## config.mk

```make
export PLATFORM = sky130hd
export DESIGN_NAME = fbpa_ctrl
export DESIGN_NICKNAME = d
export VERILOG_FILES = /design/src/rtl/core/fbpa_pkg.sv /design/src/rtl/core/fbpa_ctrl.sv
export SDC_FILE = /design/constraint.sdc
export NUM_CORES = 1
export LEC_CHECK = 0
export BUFFER_PORTS_ARGS = -buffer_cell sky130_fd_sc_hd__clkbuf_2
export CORE_AREA = 2 2 39 41
export CTS_BUF_LIST = sky130_fd_sc_hd__clkbuf_8
export CTS_CLUSTER_SIZE = 25
export DETAILED_ROUTE_END_ITERATION = 16
export DIE_AREA = 0 0 41 43
export GPL_ROUTABILITY_DRIVEN = 1
export PLACE_DENSITY = 0.49
export SLEW_MARGIN = 0
export SYNTH_ARGS = -nofsm -noshare
export SYNTH_HDL_FRONTEND = slang
export SYNTH_SLANG_ARGS = --single-unit
```

## constraint.sdc

```tcl
create_clock -name i_clk -period 2.9 [get_ports i_clk]
set_input_delay 0.58 -clock i_clk [delete_from_list [all_inputs] [get_ports i_clk]]
set_output_delay 0.58 -clock i_clk [all_outputs]
set_load 0.01 [all_outputs]
```

## src/rtl/core/fbpa_pkg.sv

```systemverilog
// shared constants, command and status types for the free block pool allocator
package fbpa_pkg;

    localparam int CHIPS           = 4;
    localparam int BLOCKS_PER_CHIP = 256;
    localparam int PLANES          = 2;

    localparam int NQ           = CHIPS * PLANES;
    localparam int QDEPTH       = (BLOCKS_PER_CHIP + PLANES - 1) / PLANES;
    localparam int TOTAL_BLOCKS = CHIPS * BLOCKS_PER_CHIP;

    // port field widths
    localparam int OPW = 2;
    localparam int QSW = 3;
    localparam int BW  = 10;
    localparam int STW = 2;
    localparam int TW  = 11;

    localparam int QW  = (NQ > 1) ? $clog2(NQ) : 1;
    localparam int PW  = (QDEPTH > 1) ? $clog2(QDEPTH) : 1;
    localparam int CW  = $clog2(QDEPTH + 1);
    localparam int AW  = QW + PW;
    localparam int CHW = (CHIPS > 1) ? $clog2(CHIPS) : 1;
    localparam int PLW = (PLANES > 1) ? $clog2(PLANES) : 1;
    localparam int OFW = $clog2(BLOCKS_PER_CHIP);
    localparam int FVW = $clog2(TOTAL_BLOCKS + (2 ** PW) * PLANES + 1);

    // reciprocal for the plane remainder of an offset within a chip
    localparam int RSH   = 16;
    localparam int RCW   = RSH + 1;
    localparam int RECIP = ((2 ** RSH) + PLANES - 1) / PLANES;

    localparam logic [OPW-1:0] OP_ALLOC_ANY  = 2'd0;
    localparam logic [OPW-1:0] OP_ALLOC_CHIP = 2'd1;
    localparam logic [OPW-1:0] OP_RELEASE    = 2'd2;

    localparam logic [STW-1:0] ST_OK       = 2'd0;
    localparam logic [STW-1:0] ST_NO_BLOCK = 2'd1;
    localparam logic [STW-1:0] ST_REJECT   = 2'd2;

    typedef struct packed {
        logic fill;
        logic load;
        logic decode;
        logic pick;
        logic access;
    } t_dp_cmd;

    typedef struct packed {
        logic fill_last;
    } t_dp_stat;

    function automatic logic [CW-1:0] init_count(input int q);
        int plane;
        int n;
        plane = q / CHIPS;
        n = (BLOCKS_PER_CHIP - plane + PLANES - 1) / PLANES;
        if (q == 0) begin
            n = n - 1;
        end
        return CW'(n);
    endfunction

    function automatic logic [PW-1:0] init_tail(input int q);
        return PW'(int'(init_count(q)) % QDEPTH);
    endfunction

endpackage

```

## src/rtl/core/fbpa_ctrl.sv

```systemverilog
// sequencing state machine: initial fill sweep, then decode, pick, access, reply per item
module fbpa_ctrl (
    input  logic               i_clk,
    input  logic               i_rst_n,
    input  logic               i_start,
    output logic               o_busy,
    output logic               o_done,
    output fbpa_pkg::t_dp_cmd  o_cmd,
    input  fbpa_pkg::t_dp_stat i_stat
);
    import fbpa_pkg::*;

    typedef enum logic [2:0] {
        S_FILL,
        S_IDLE,
        S_DECODE,
        S_PICK,
        S_ACCESS,
        S_REPLY
    } t_state;

    t_state r_state, n_state;
    logic   r_busy;
    logic   r_done;

    always_comb begin
        n_state = r_state;
        case (r_state)
            S_FILL: begin
                if (i_stat.fill_last) begin
                    n_state = S_IDLE;
                end
            end
            S_IDLE: begin
                if (i_start) begin
                    n_state = S_DECODE;
                end
            end
            S_DECODE: n_state = S_PICK;
            S_PICK:   n_state = S_ACCESS;
            S_ACCESS: n_state = S_REPLY;
            S_REPLY:  n_state = S_IDLE;
            default:  n_state = S_IDLE;
        endcase
    end

    always_ff @(posedge i_clk) begin
        if (!i_rst_n) begin
            r_state <= S_FILL;
            r_busy  <= 1'b1;
            r_done  <= 1'b0;
        end else begin
            r_state <= n_state;
            r_busy  <= (n_state != S_IDLE);
            r_done  <= (n_state == S_REPLY);
        end
    end

    always_comb begin
        o_cmd.fill   = (r_state == S_FILL);
        o_cmd.load   = (r_state == S_IDLE) && i_start;
        o_cmd.decode = (r_state == S_DECODE);
        o_cmd.pick   = (r_state == S_PICK);
        o_cmd.access = (r_state == S_ACCESS);
    end

    assign o_busy = r_busy;
    assign o_done = r_done;

endmodule

```

---- Word-level counts from Yosys, hierarchy flattened ----
Index checks and enable logic that the tools add are counted.
storage, ports and cells
  register bits ........................... 5
  input bits .............................. 4
  logic and storage cells ................. 14
cells by class
  eq/ne operators ......................... 6
  mux-type cells .......................... 3
  reduce and logical (&&, ||, !) cells .... 2
operator list
  operator                                       number
  one-hot mux 3 bit (5 select lines)             1
  == test 3 x 2 -> 1 bit, second input constant  2
  == test 3 bit, second input constant           2
  two-way mux 3 bit                              2
  == test 3 x 1 -> 1 bit, second input constant  1
  logical NOT 3 bit                              1
  != test 3 x 1 -> 1 bit, second input constant  1
  logical AND 1 bit                              1

---- Logic depth before layout (Yosys ltp) ----
  word-level depth ........................ 3
  mapped depth ............................ 4

---- Worst setup path before layout ----
Ideal clock, no wire load.
  path kind ............................... register to output
  start ................................... register r_state[2]
  end ..................................... output o_cmd[0] in the netlist's numbering
  arrival time ............................ 0.876 ns
  data required time ...................... 2.320 ns
  path slack .............................. 1.444 ns
  cell stages (with the launch flop) ...... 4
  path buffers ............................ 1
  cells stage by stage .................... dfxtp_1 buf_6 or3b_1 inv_1
RTL lines
  element                   RTL line         source
  start: declaration        fbpa_ctrl.sv:22  t_state r_state, n_state;
  start signal: assignment  fbpa_ctrl.sv:53  r_state <= n_state;
  end: declaration          fbpa_ctrl.sv:8   output fbpa_pkg::t_dp_cmd o_cmd,

==> results_dict.tcl <==
set metrics [dict create \
    run_status "finished clean" \
    sequential_cell_area_um2 100.1 \
    pre_cts_slack_ps 1260 \
    startpoint "r_state[2]" \
    cts_resized 0 \
    timing.fmax_ghz 0.5361 \
    synth.top_cell.area_share_pct 38.46 \
    post_synth.cell_area_avg_um2 9.295 \
    synth.lib_cells_used.distinct 19 \
    layout.nets 44 \
    max_cap_violations 0 \
    multiInputGateArea_um2 125.1 \
    numClockSinks 5 \
    globalRouteTotalUtil_pct 7.723 \
    clock_tree.root_cell "sky130_fd_sc_hd__clkbuf_8" \
    core-area_mm2 0.001384 \
    setup_violations 0 \
    slew_at_the_pin_with_the_worst_max_slew_slack_ps 307.7 \
    grt_setup_unrepaired "false" \
    cts.hold.buffers_added 0 \
    worst_ir_drop_vdd_mv 0.1509 \
    setup_slack_ps 1035 \
    effective_utilization_at_floorplan_pct 18.81 \
    finish.cell_count_without_fillers 55 \
    placement.cell_area_um2 302.8 \
    grt_antenna_before_repair 0 \
    post_synthesis_cell_count 28 \
    synth_edf_count 0 \
    worst_r2r_endpoint "r_state[0]" \
    regToRegSetupSlack_ps 1730 \
    synth-warning-count 0 \
    sequential_share_of_power_pct 35.2 \
    power_density_over_cell_area_mw_per_mm2 658.8 \
    count_of_inserted_antenna_diode_cells 0 \
    syn_area_um2 260.3 \
    worst_slew_margin_rel_pct 79.46 \
    finalCoreUtilization_pct 25.14 \
    chipHeight_um 43 \
    worst-endpoint-arrival_ps 1290 \
    filler_cell_count 161 \
    synth_top_cell_by_area "sky130_fd_sc_hd__dfxtp_1" \
    first_pass_iters 3 \
    via_count 233 \
    first_iter_violations 4 \
    timing.reg2reg.worst_path_depth 2 \
    via_per_inst 4.236 \
    clk_latency_ps 220 \
    grt_first_pass_wirelength_um 862 \
    reg_to_reg_critical_path_startpoint "r_state[2]" \
    totalNegativeSetupSlack_ps 0 \
    synth_flop_cell "sky130_fd_sc_hd__dfxtp_1" \
    synth_fp_nets 32 \
    yosysMostFrequentCell "sky130_fd_sc_hd__dfxtp_1" \
    worst_clock_skew_ps 0.2936 \
    detail_route.wl_per_cell_um 9.127 \
    critical_path.endpoint "o_cmd[0]" \
    static_power_due_to_leakage_nw 0.1751 \
    cts_max_level 1 \
    grt_max_degree 12 \
    sequential_cell_area_fraction_in_the_yosys_report_pct 38.46 \
    finish.instance_area_um2 347.8 \
    crit_type "flip-flop to output pin" \
    placedCellCount 51 \
    tritoncts.num_buffers 3 \
    cp-start-kind "flip-flop" \
    power.share.clock_pct 54.1 \
    cp.required_ps 2320 \
    switching_power_mw 0.05166 \
    area_delta_synth_final_pct 33.65 \
    hold_viol_final 0 \
    cts-root-to-sink-buffers 2 \
    post_synth_main_area_contributors "sky130_fd_sc_hd__dfxtp_1 (38%), sky130_fd_sc_hd__buf_6 (8.7%), sky130_fd_sc_hd__nand3b_1 (5.8%)" \
    floorplan.die.width_um 41 \
    cts_setup_buffers 0 \
    asyncSetResetFlopFracSynth_pct 0 \
    period_share_pct 64.32 \
    cts_tree "done" \
    hold_slack_ps 580.7 \
    ys_seq_elements 5 \
    portBuffers 10 \
    global_route.overflow_total 0 \
    total_power_mw 0.2292 \
    power_frac_comb_pct 10.7 \
    clk_pin_slew_worst_paths_ps 30 \
    fp.dieArea_mm2 0.001763 \
    internal_power_contribution_mw 0.1775 \
    drt_drc_violations_left 0 \
    antenna_left 0 \
    critical_path_peak_fanout 10 \
    final_period_minus_worst_setup_slack_ps 1865 \
    endpoint_kind_of_the_worst_setup_timing_path "output pin" \
    finalWirelength_um 502 \
    path_category_of_the_worst_min_delay_check "input port to flip-flop" \
    sw_frac_of_total_pct 22.54 \
    globalplace.congestion 0.6526 \
    final_max_slew_viol_count 0 \
    io_pins 11 \
    via_count_of_the_first_global_routing_pass 226 \
    drive_gt1_share_pct 33.33 \
    num_rows 14 \
    place_hpwl_um 347.4 \
]
[kinds of logic (layout without fill, tap and decap cells)]
| group | count (synthesis) | after routing | share of synthesized area, % |
|---|---|---|---|
| AOI/OAI and AO/OA | 6 | 6 | 16.35 |
| and+or+nand+nor | 12 | 12 | 31.73 |
| DFF | 5 | 5 | 38.46 |
| buffers and inverters | 5 | 16 | 13.46 |
[placed cells by master (no fill, tap or decap)]
cell type	instances
sky130_fd_sc_hd__clkbuf_2	10
sky130_fd_sc_hd__dfxtp_1	5
sky130_fd_sc_hd__inv_1	3
sky130_fd_sc_hd__clkbuf_8	3
sky130_fd_sc_hd__nor3b_1	2
sky130_fd_sc_hd__nand3b_1	2
sky130_fd_sc_hd__nand2b_1	2
sky130_fd_sc_hd__or3b_1	1
sky130_fd_sc_hd__nor3_1	1
sky130_fd_sc_hd__nor2_1	1
sky130_fd_sc_hd__nor4b_1	1
sky130_fd_sc_hd__o21a_1	1
sky130_fd_sc_hd__o31ai_1	1
sky130_fd_sc_hd__and2_1	1
sky130_fd_sc_hd__o21ai_0	1
sky130_fd_sc_hd__or4_1	1
sky130_fd_sc_hd__o211a_1	1
sky130_fd_sc_hd__a21oi_1	1
sky130_fd_sc_hd__a21boi_1	1
[how the worst min path moves through the flow]
stage,start,end,slack (ps),depth (start not counted)
6_report,i_rst_n,o_busy,580,2
3_5_place_dp,r_state[1],r_state[1],590,2
4_1_cts,i_rst_n,o_busy,580,2
2_1_floorplan,r_state[0],r_state[2],510,2
5_1_grt,i_rst_n,o_busy,590,2
3_3_place_gp,r_state[1],r_state[1],590,2
[flip-flops by register name, indices dropped and copies added, names as in the netlist]
name,count
r_state,3
o_busy,1
o_done,1
[metal layers]
metal	track usage (%)	routed length, um	part of all wire [%]
met2	9.375	180	36
met1	8.333	256	51
met4	8.000	17	3.4
met5	0	0	0
met3	4.712	48	9.6
[worst max-delay path, cell delays in order, from the launching register on]
cell and delay [ps]:
sky130_fd_sc_hd__dfxtp_1 470, sky130_fd_sc_hd__or3b_1 400, sky130_fd_sc_hd__inv_1 80, sky130_fd_sc_hd__clkbuf_2 120
[power groups by stage]
stage	Sequential (mW)	Clock, mW	Combinational, mW
final	0.0808	0.124	0.0245
after global placement	0.0819	0	0.0249
after detailed placement	0.0818	0	0.0247
after CTS	0.0808	0.127	0.0249
after global routing	0.0820	0.131	0.0276
after floorplan	0.0769	0	0.0222
[layout make-up]
class / count / area share, %
multi-input combinational: 18 / 35.97
sequential: 5 / 28.78
timing repair buffer: 10 / 14.39
clock buffer: 3 / 11.87
tap: 16 / 5.755
inverter: 2 / 2.158
clock inverter: 1 / 1.079
(Power assumes the default switching activity.)
